<file path="src/rtl/ufmq_pkg.sv">
// ----------------------------------------------------------------------------
// ufmq_pkg
// Shared types and codes for the per-class bounded deque bank.
// ----------------------------------------------------------------------------
package ufmq_pkg;

    // field widths fixed by the interface
    localparam int unsigned CMD_W   = 1;
    localparam int unsigned SEL_W   = 5;
    localparam int unsigned ID_W    = 16;
    localparam int unsigned CAP_W   = 4;
    localparam int unsigned COUNT_W = 4;
    localparam int unsigned ENTRY_W = ID_W + 1;

    // selector widened so any queue count up to 64 compares cleanly
    localparam int unsigned SEL_EXT_W = 7;

    // capacity after reset
    localparam logic [CAP_W-1:0] CAP_RESET = 4'd5;

    // command codes
    localparam logic [CMD_W-1:0] CMD_ADD  = 1'b0;
    localparam logic [CMD_W-1:0] CMD_TAKE = 1'b1;

    // result status codes
    typedef enum logic [1:0] {
        STATUS_ADDED    = 2'd0,
        STATUS_REJECTED = 2'd1,
        STATUS_SERVED   = 2'd2,
        STATUS_EMPTY    = 2'd3
    } ufmq_status_t;

    // sequencer states
    typedef enum logic [1:0] {
        ST_IDLE  = 2'd0,
        ST_META  = 2'd1,
        ST_ENTRY = 2'd2,
        ST_OUT   = 2'd3
    } ufmq_state_t;

endpackage

</file>
<file path="src/rtl/urgent_front_multi_queue_top.sv">
// Sequence: an accepted word goes through META, then OUT for add, reject and empty,
//   and through META, ENTRY, then OUT for a served take (ENTRY for the entry memory read).
// Flow: a new word is taken only in IDLE, after the serial read-modify-write of the
//   per-queue head/count memory, the entry memory access and the output load of the last.
// Reset: head/count valid bits clear (all queues empty), capacity returns to 5,
//   entry memory is not cleared; the block takes words right after reset.
// ----------------------------------------------------------------------------
// urgent_front_multi_queue_top
// Bank of bounded deques, one per class. Regular adds go to the tail, urgent
// adds to the head, takes pop the head. Head/count and entries live in
// synchronous memories; one word is processed at a time.
// ----------------------------------------------------------------------------
module urgent_front_multi_queue_top #(
    parameter int unsigned NUM_QUEUES  = 32,
    parameter int unsigned QUEUE_DEPTH = 8
) (
    input  logic        clk,
    input  logic        rst_n,

    // configuration write channel
    input  logic        cfg_valid,
    output logic        cfg_ready,
    input  logic [3:0]  cfg_data,

    // command channel
    input  logic        in_valid,
    output logic        in_stall,
    input  logic        cmd,
    input  logic [4:0]  queue_sel,
    input  logic [15:0] patient_id,
    input  logic        urgent,

    // result channel
    output logic        out_valid,
    input  logic        out_stall,
    output logic [1:0]  status,
    output logic [15:0] served_id,
    output logic        served_urgent,
    output logic [3:0]  queue_count
);

    // derived widths
    localparam int unsigned QW  = (NUM_QUEUES > 1) ? $clog2(NUM_QUEUES) : 1;
    localparam int unsigned HW  = (QUEUE_DEPTH > 1) ? $clog2(QUEUE_DEPTH) : 1;
    localparam int unsigned CW  = $clog2(QUEUE_DEPTH + 1);
    localparam int unsigned MW  = HW + CW;
    localparam int unsigned NE  = NUM_QUEUES * QUEUE_DEPTH;
    localparam int unsigned AW  = (NE > 1) ? $clog2(NE) : 1;
    localparam int unsigned KW  = (CW > ufmq_pkg::CAP_W) ? CW : ufmq_pkg::CAP_W;
    localparam int unsigned EXW = ufmq_pkg::SEL_EXT_W;

    // state and configuration
    ufmq_pkg::ufmq_state_t state_reg, state_next;
    logic [ufmq_pkg::CAP_W-1:0] cap_reg;

    // latched command word
    logic                     op_cmd_reg;
    logic [ufmq_pkg::SEL_W-1:0] op_sel_reg;
    logic [ufmq_pkg::ID_W-1:0]  op_id_reg;
    logic                     op_urg_reg;

    // memories
    logic [MW-1:0]                 meta_mem  [NUM_QUEUES];
    logic [ufmq_pkg::ENTRY_W-1:0]  entry_mem [NE];
    logic [NUM_QUEUES-1:0]         meta_vld_reg;
    logic [MW-1:0]                 meta_rd_reg;
    logic                          meta_rd_vld_reg;
    logic [ufmq_pkg::ENTRY_W-1:0]  entry_rd_reg;

    // result staging and output register
    ufmq_pkg::ufmq_status_t        res_status_reg;
    logic [ufmq_pkg::COUNT_W-1:0]  res_count_reg;
    ufmq_pkg::ufmq_status_t        out_status_reg;
    logic [ufmq_pkg::ID_W-1:0]     out_id_reg;
    logic                          out_urg_reg;
    logic [ufmq_pkg::COUNT_W-1:0]  out_count_reg;
    logic                          out_valid_reg;

    // handshake
    logic in_accept;
    logic out_load;

    // selector decode
    logic [EXW-1:0] in_sel_ext;
    logic [QW-1:0]  in_qidx;
    logic [EXW-1:0] op_sel_ext;
    logic [QW-1:0]  op_qidx;
    logic           in_range;

    // per-queue update
    logic [HW-1:0]  head_cur;
    logic [CW-1:0]  cnt_cur;
    logic [KW-1:0]  cap_eff;
    logic [KW-1:0]  cnt_ext;
    logic           add_ok;
    logic           take_ok;
    logic [HW-1:0]  head_dec;
    logic [HW-1:0]  head_inc;
    logic [HW:0]    tail_sum;
    logic [HW-1:0]  tail_slot;
    logic [HW-1:0]  head_new;
    logic [CW-1:0]  cnt_new;
    logic [HW-1:0]  ent_slot;
    logic [AW-1:0]  ent_addr;
    ufmq_pkg::ufmq_status_t meta_status;

    assign in_accept = in_valid && !in_stall;
    assign in_stall  = (state_reg != ufmq_pkg::ST_IDLE);
    assign cfg_ready = (state_reg == ufmq_pkg::ST_IDLE);
    assign out_load  = (state_reg == ufmq_pkg::ST_OUT) && (!out_valid_reg || !out_stall);

    // selector to queue index
    assign in_sel_ext = EXW'(queue_sel);
    assign in_qidx    = in_sel_ext[QW-1:0];
    assign op_sel_ext = EXW'(op_sel_reg);
    assign op_qidx    = op_sel_ext[QW-1:0];
    assign in_range   = (op_sel_ext < EXW'(NUM_QUEUES));

    // head and count of the addressed queue, empty until first written
    assign head_cur = meta_rd_vld_reg ? meta_rd_reg[MW-1:CW] : '0;
    assign cnt_cur  = meta_rd_vld_reg ? meta_rd_reg[CW-1:0]  : '0;

    // capacity saturates at the ring depth
    assign cap_eff = (KW'(cap_reg) > KW'(QUEUE_DEPTH)) ? KW'(QUEUE_DEPTH) : KW'(cap_reg);
    assign cnt_ext = KW'(cnt_cur);

    assign add_ok  = in_range && (op_cmd_reg == ufmq_pkg::CMD_ADD) && (cnt_ext < cap_eff);
    assign take_ok = in_range && (op_cmd_reg == ufmq_pkg::CMD_TAKE) && (cnt_cur != '0);

    // ring pointer arithmetic
    assign head_dec  = (head_cur == '0) ? HW'(QUEUE_DEPTH - 1) : head_cur - HW'(1);
    assign head_inc  = (head_cur == HW'(QUEUE_DEPTH - 1)) ? '0 : head_cur + HW'(1);
    assign tail_sum  = (HW+1)'(head_cur) + (HW+1)'(cnt_cur);
    assign tail_slot = (tail_sum >= (HW+1)'(QUEUE_DEPTH))
                     ? HW'(tail_sum - (HW+1)'(QUEUE_DEPTH)) : HW'(tail_sum);

    // next head/count and entry slot
    always_comb
    begin
        head_new = head_cur;
        cnt_new  = cnt_cur;
        ent_slot = head_cur;
        if (add_ok)
        begin
            head_new = op_urg_reg ? head_dec : head_cur;
            cnt_new  = cnt_cur + CW'(1);
            ent_slot = op_urg_reg ? head_dec : tail_slot;
        end
        else if (take_ok)
        begin
            head_new = head_inc;
            cnt_new  = cnt_cur - CW'(1);
        end
    end

    assign ent_addr = AW'(int'(op_qidx) * QUEUE_DEPTH + int'(ent_slot));

    // status of the current word
    always_comb
    begin
        priority if (add_ok)
            meta_status = ufmq_pkg::STATUS_ADDED;
        else if (take_ok)
            meta_status = ufmq_pkg::STATUS_SERVED;
        else if (op_cmd_reg == ufmq_pkg::CMD_ADD)
            meta_status = ufmq_pkg::STATUS_REJECTED;
        else
            meta_status = ufmq_pkg::STATUS_EMPTY;
    end

    // sequencer next state
    always_comb
    begin
        state_next = state_reg;
        unique case (state_reg)
            ufmq_pkg::ST_IDLE:
                if (in_accept)
                    state_next = ufmq_pkg::ST_META;
            ufmq_pkg::ST_META:
                state_next = take_ok ? ufmq_pkg::ST_ENTRY : ufmq_pkg::ST_OUT;
            ufmq_pkg::ST_ENTRY:
                state_next = ufmq_pkg::ST_OUT;
            ufmq_pkg::ST_OUT:
                if (out_load)
                    state_next = ufmq_pkg::ST_IDLE;
            default:
                state_next = ufmq_pkg::ST_IDLE;
        endcase
    end

    // state register
    always_ff @(posedge clk or negedge rst_n)
    begin
        if (!rst_n)
            state_reg <= ufmq_pkg::ST_IDLE;
        else
            state_reg <= state_next;
    end

    // capacity register
    always_ff @(posedge clk or negedge rst_n)
    begin
        if (!rst_n)
            cap_reg <= ufmq_pkg::CAP_RESET;
        else if (cfg_valid && cfg_ready)
            cap_reg <= cfg_data;
    end

    // latch command word
    always_ff @(posedge clk)
    begin
        if (in_accept)
        begin
            op_cmd_reg <= cmd;
            op_sel_reg <= queue_sel;
            op_id_reg  <= patient_id;
            op_urg_reg <= urgent;
        end
    end

    // head/count memory: read on accept, write back after update
    always_ff @(posedge clk)
    begin
        if (in_accept)
            meta_rd_reg <= meta_mem[in_qidx];
        if ((state_reg == ufmq_pkg::ST_META) && (add_ok || take_ok))
            meta_mem[op_qidx] <= {head_new, cnt_new};
    end

    // per-queue valid bits stand in for the all-zero reset
    always_ff @(posedge clk or negedge rst_n)
    begin
        if (!rst_n)
        begin
            meta_vld_reg    <= '0;
            meta_rd_vld_reg <= 1'b0;
        end
        else
        begin
            if (in_accept)
                meta_rd_vld_reg <= meta_vld_reg[in_qidx];
            if ((state_reg == ufmq_pkg::ST_META) && (add_ok || take_ok))
                meta_vld_reg[op_qidx] <= 1'b1;
        end
    end

    // entry memory: single port, write on add, read on take
    always_ff @(posedge clk)
    begin
        if (state_reg == ufmq_pkg::ST_META)
        begin
            if (add_ok)
                entry_mem[ent_addr] <= {op_urg_reg, op_id_reg};
            else if (take_ok)
                entry_rd_reg <= entry_mem[ent_addr];
        end
    end

    // result staging
    always_ff @(posedge clk)
    begin
        if (state_reg == ufmq_pkg::ST_META)
        begin
            res_status_reg <= meta_status;
            res_count_reg  <= in_range ? ufmq_pkg::COUNT_W'(cnt_new) : '0;
        end
    end

    // output word register
    always_ff @(posedge clk or negedge rst_n)
    begin
        if (!rst_n)
            out_valid_reg <= 1'b0;
        else if (out_load)
            out_valid_reg <= 1'b1;
        else if (!out_stall)
            out_valid_reg <= 1'b0;
    end

    always_ff @(posedge clk)
    begin
        if (out_load)
        begin
            out_status_reg <= res_status_reg;
            out_count_reg  <= res_count_reg;
            if (res_status_reg == ufmq_pkg::STATUS_SERVED)
            begin
                out_id_reg  <= entry_rd_reg[ufmq_pkg::ID_W-1:0];
                out_urg_reg <= entry_rd_reg[ufmq_pkg::ID_W];
            end
            else
            begin
                out_id_reg  <= '0;
                out_urg_reg <= 1'b0;
            end
        end
    end

    assign out_valid     = out_valid_reg;
    assign status        = out_status_reg;
    assign served_id     = out_id_reg;
    assign served_urgent = out_urg_reg;
    assign queue_count   = out_count_reg;

    // an accepted word always goes to the head/count lookup
    a_accept_to_meta: assert property (@(posedge clk) disable iff (!rst_n)
        in_accept |=> (state_reg == ufmq_pkg::ST_META))
        else $error("accepted word did not start a lookup");

    // an entry read only follows a non-empty queue
    a_entry_nonempty: assert property (@(posedge clk) disable iff (!rst_n)
        (state_reg == ufmq_pkg::ST_ENTRY) |-> ($past(cnt_cur) != '0))
        else $error("entry read issued on an empty queue");

    // a stored count never passes the ring depth
    a_count_bound: assert property (@(posedge clk) disable iff (!rst_n)
        (state_reg == ufmq_pkg::ST_META) |-> (KW'(cnt_cur) <= KW'(QUEUE_DEPTH)))
        else $error("queue count beyond depth");

    // an add never pushes the count over capacity
    a_add_cap: assert property (@(posedge clk) disable iff (!rst_n)
        ((state_reg == ufmq_pkg::ST_META) && add_ok) |-> (KW'(cnt_new) <= cap_eff))
        else $error("add exceeded capacity");

    // id field is zero unless the word reports a served entry
    a_id_zero: assert property (@(posedge clk) disable iff (!rst_n)
        (out_valid_reg && (out_status_reg != ufmq_pkg::STATUS_SERVED))
            |-> ((out_id_reg == '0) && !out_urg_reg))
        else $error("served fields set without a served status");

endmodule

</file>
<file path="config.mk">
export PLATFORM = sky130hd
export DESIGN_NAME = urgent_front_multi_queue_top
export DESIGN_NICKNAME = d
export VERILOG_FILES = /design/src/rtl/ufmq_pkg.sv /design/src/rtl/urgent_front_multi_queue_top.sv
export SDC_FILE = /design/constraint.sdc
export NUM_CORES = 2
export LEC_CHECK = 0
export ABC_CLOCK_PERIOD_IN_PS = 8700
export BUFFER_PORTS_ARGS = -buffer_cell sky130_fd_sc_hd__buf_2
export CAP_MARGIN = 40
export CORE_AREA = 2 2 787 789
export CTS_CLUSTER_SIZE = 40
export DETAILED_ROUTE_END_ITERATION = 10
export DIE_AREA = 0 0 789 791
export PLACE_DENSITY = 0.51
export SLEW_MARGIN = 0
export SYNTH_ARGS = -nofsm -noshare
export SYNTH_HDL_FRONTEND = slang
export SYNTH_MEMORY_MAX_BITS = 65536
export SYNTH_SLANG_ARGS = --single-unit
</file>
<file path="constraint.sdc">
create_clock -name clk -period 8.7 [get_ports clk]
set_input_delay 0.87 -clock clk [delete_from_list [all_inputs] [get_ports clk]]
set_output_delay 0.87 -clock clk [all_outputs]
set_load 0.005 [all_outputs]
</file>
==> out/metrics.cfg <==
[outcome]
status=finished clean

[routing]
via_per_inst=5.287
remaining_drc_errors=0
drt-initial-drc-count=14790
wl_um=587600
route.vias.total=110900
post_drt_wl_per_cell_um=28.01
dr.pass1.iters=5
postRouteAntennaNets=0

[worst_setup_path]
cp.required_ns=9.52
start_kind=register
arrival_ns=7.55
endpoint_kind=register
crit_type=register to register
crit_fanout=72

[floorplan]
core_sq_um=616500
initial_core_util=0.2984
rows=289
io_pins=58
fp.dieW_um=789
die_y_um=791
die-area_sq_um=624100

[cells_and_area]
final_cell_mix=4652 x edfxtp_1, 2121 x nand2_1, 899 x a21oi_1
final_common_cell=edfxtp_1
largest_register_ff_count=4352
fin_cells=20980
fin_nets=12470
drive_above_1_share=0.1515
syn2layout_area_growth_pct=15.78

[synthesis]
synth-edff-count=4652
synthesis.area_sq_um=183900
syn_area_per_cell_sq_um=15.26
syn_inst=12060
yosys_most_used_dff=edfxtp_1
synth_warnings=0
ys_ff_latch=4692
synth.distinct_cells=66
synth_nets=12100
synth-async-reset-ratio=0.008525
yosysSeqAreaShare=0.7649

[clock_tree]
cts_buffers=472
cts-root-buf=clkbuf_16
clock_latency_ns=1.08
clock-sinks=4692
clk_path_buf_depth=4
cts-htree-levels=5
post_cts_buffers=0
clk_pin_slew_worst_paths_ns=0.06
cts_tree=yes

[sta]
max_freq_mhz=148.7
finalWorstPathRequiredPeriod_ns=6.725
skew_ns=0.09778
relSlewSlack=0.1693
layout_worst_path_cycle_share=0.7729
fin_tns_setup_ns=0
rsz0062_at_grt=no
worst_slew_pin_slew_ns=1.246
hold_violations=0
setup_viol=0
slew_violations=0
worst_hold_slack_ns=0.1070

[flow_run]
drv_cap=0

[power]
leakage_nw=67.95
cellPowerDensity_nw_per_um2=342.0
irDropWorstVdd_v=0.0003900

[global_routing]
grt-ovfl-total=0
antenna_found_initial=40
grt_pass1_vias=104500
grt_usage=0.1812
grt_max_degree=180
grt_pass1_wl_um=827000

[place]
post-place-cells=20090
io_buffers=57
gp_congestion=0.8406
dp_hpwl_um=351800

[worst_hold_path]
hold_class=input port to register

==> critical path, cell delays in order, from the launching register on <==
cell	delay, ns
dfrtp_1	0.53
nand2_1	0.20
inv_1	0.27
ha_1	0.22
inv_1	0.07
fa_1	0.42
or3_1	0.36
a31oi_1	0.37
mux2_8	0.60
buf_12	0.34
buf_4	0.59
a21oi_1	0.08
a22oi_1	0.19
a221oi_1	0.24
o2111ai_1	0.80
nand4_1	0.59
nor4_1	0.47
==> area by class of cell <==
cell class / instances / area (sq um)
Tap cell: 8148 / 10190
Antenna cell: 19 / 47.55
Clock inverter: 300 / 2869
Multi-Input combinational cell: 6473 / 39880
Inverter: 18 / 67.56
Sequential cell: 4692 / 140700
Fill cell: 58670 / 403600
Timing Repair Buffer: 772 / 6975
Clock buffer: 561 / 12240
==> metrics by stage <==
stage	instance area (sq um)	total power, W	setup WS, ns	util
finish	213000	0.07283	1.975	0.3454
global route	212900	0.07568	1.892	0.3454
CTS	212900	0.07309	2.199	0.3453
detailed placement	197600	0.05301	2.226	0.3206
global placement	196000	0.05276	2.122	0.3179
floorplan	183900	0.04279	1.961	-
==> cells in the mapped netlist, types with 7 or more instances <==
cell | count | area (sq um)
edfxtp_1 | 4652 | 139700
nand2_1 | 2129 | 7991
a21oi_1 | 900 | 4504
clkbuf_1 | 465 | 1745
nand3_1 | 464 | 2322
nor2_1 | 372 | 1396
a22oi_1 | 323 | 2425
and3_1 | 315 | 1971
a211oi_1 | 289 | 2170
mux4_2 | 261 | 5878
a31oi_1 | 256 | 1602
buf_2 | 231 | 1156
o21ai_0 | 169 | 845.8
o22ai_1 | 160 | 1001
a32oi_1 | 106 | 928.4
buf_1 | 93 | 349.1
mux2i_1 | 91 | 910.9
nor4_1 | 63 | 394.1
a21boi_0 | 58 | 435.4
a311oi_1 | 53 | 464.2
o32ai_1 | 50 | 437.9
buf_4 | 49 | 367.9
a221oi_1 | 46 | 402.9
mux2_2 | 41 | 461.7
nor3_1 | 39 | 195.2
dfrtp_1 | 38 | 950.9
nand4_1 | 35 | 219.0
or2_2 | 34 | 212.7
o221ai_1 | 31 | 271.5
o211ai_1 | 30 | 225.2
and2_1 | 25 | 156.4
buf_6 | 25 | 281.5
a22o_1 | 18 | 157.7
inv_1 | 16 | 60.06
o2111a_1 | 15 | 168.9
o2111ai_1 | 15 | 131.4
o311a_1 | 14 | 140.1
ha_1 | 12 | 150.1
o31ai_1 | 7 | 52.55
==> routing by layer <==
metal	vias up	wire (um)	global-route usage
met4	6	19570	0.05372
met3	725	43350	0.02428
met1	58030	252600	0.2597
li1	47670	-	-
met5	-	42	0
met2	4519	272100	0.2877
==> worst paths after layout <==
check | from | to | slack, ns | depth (start not counted)
worst max-delay path | meta_rd_vld_reg | entry_rd_reg[1] | 1.98 | 16
worst min-delay path | out_stall | out_valid | 0.11 | 2
worst max register to register | meta_rd_vld_reg | entry_rd_reg[1] | 1.98 | 16
worst min register to register | res_count_reg[0] | queue_count[0] | 0.42 | 0
max in group asynchronous | rst_n | meta_vld_reg[0] | 7.69 | 3
min in group asynchronous | rst_n | meta_vld_reg[30] | 0.49 | 3
==> where the power goes <==
part	switching (W)	internal (W)
clock network	0.00887	0.0113
logic	0.0188	0.00757
registers	0.000187	0.0261
==> what timing repair did <==
item	in CTS	in global routing
hold buffers	16	0
hold endpoints to repair	53	0
setup endpoints to repair	0	0
resized for setup	0	0
==> cell families (layout without fill, tap and decap cells) <==
family,Yosys count,in the layout,share of synthesized area
other,0,19,0
buffers and inverters,890,1651,0.02241
and+or+nand+nor,3499,3499,0.08191
adders and majority gates,13,13,0.0009251
AOI/OAI and AO/OA,2561,2561,0.08995
muxes,395,395,0.03968
DFF,4692,4692,0.7649
xor gates and xnor gates,5,5,0.0002381
No activity file was read; power rests on OpenSTA's default activity.
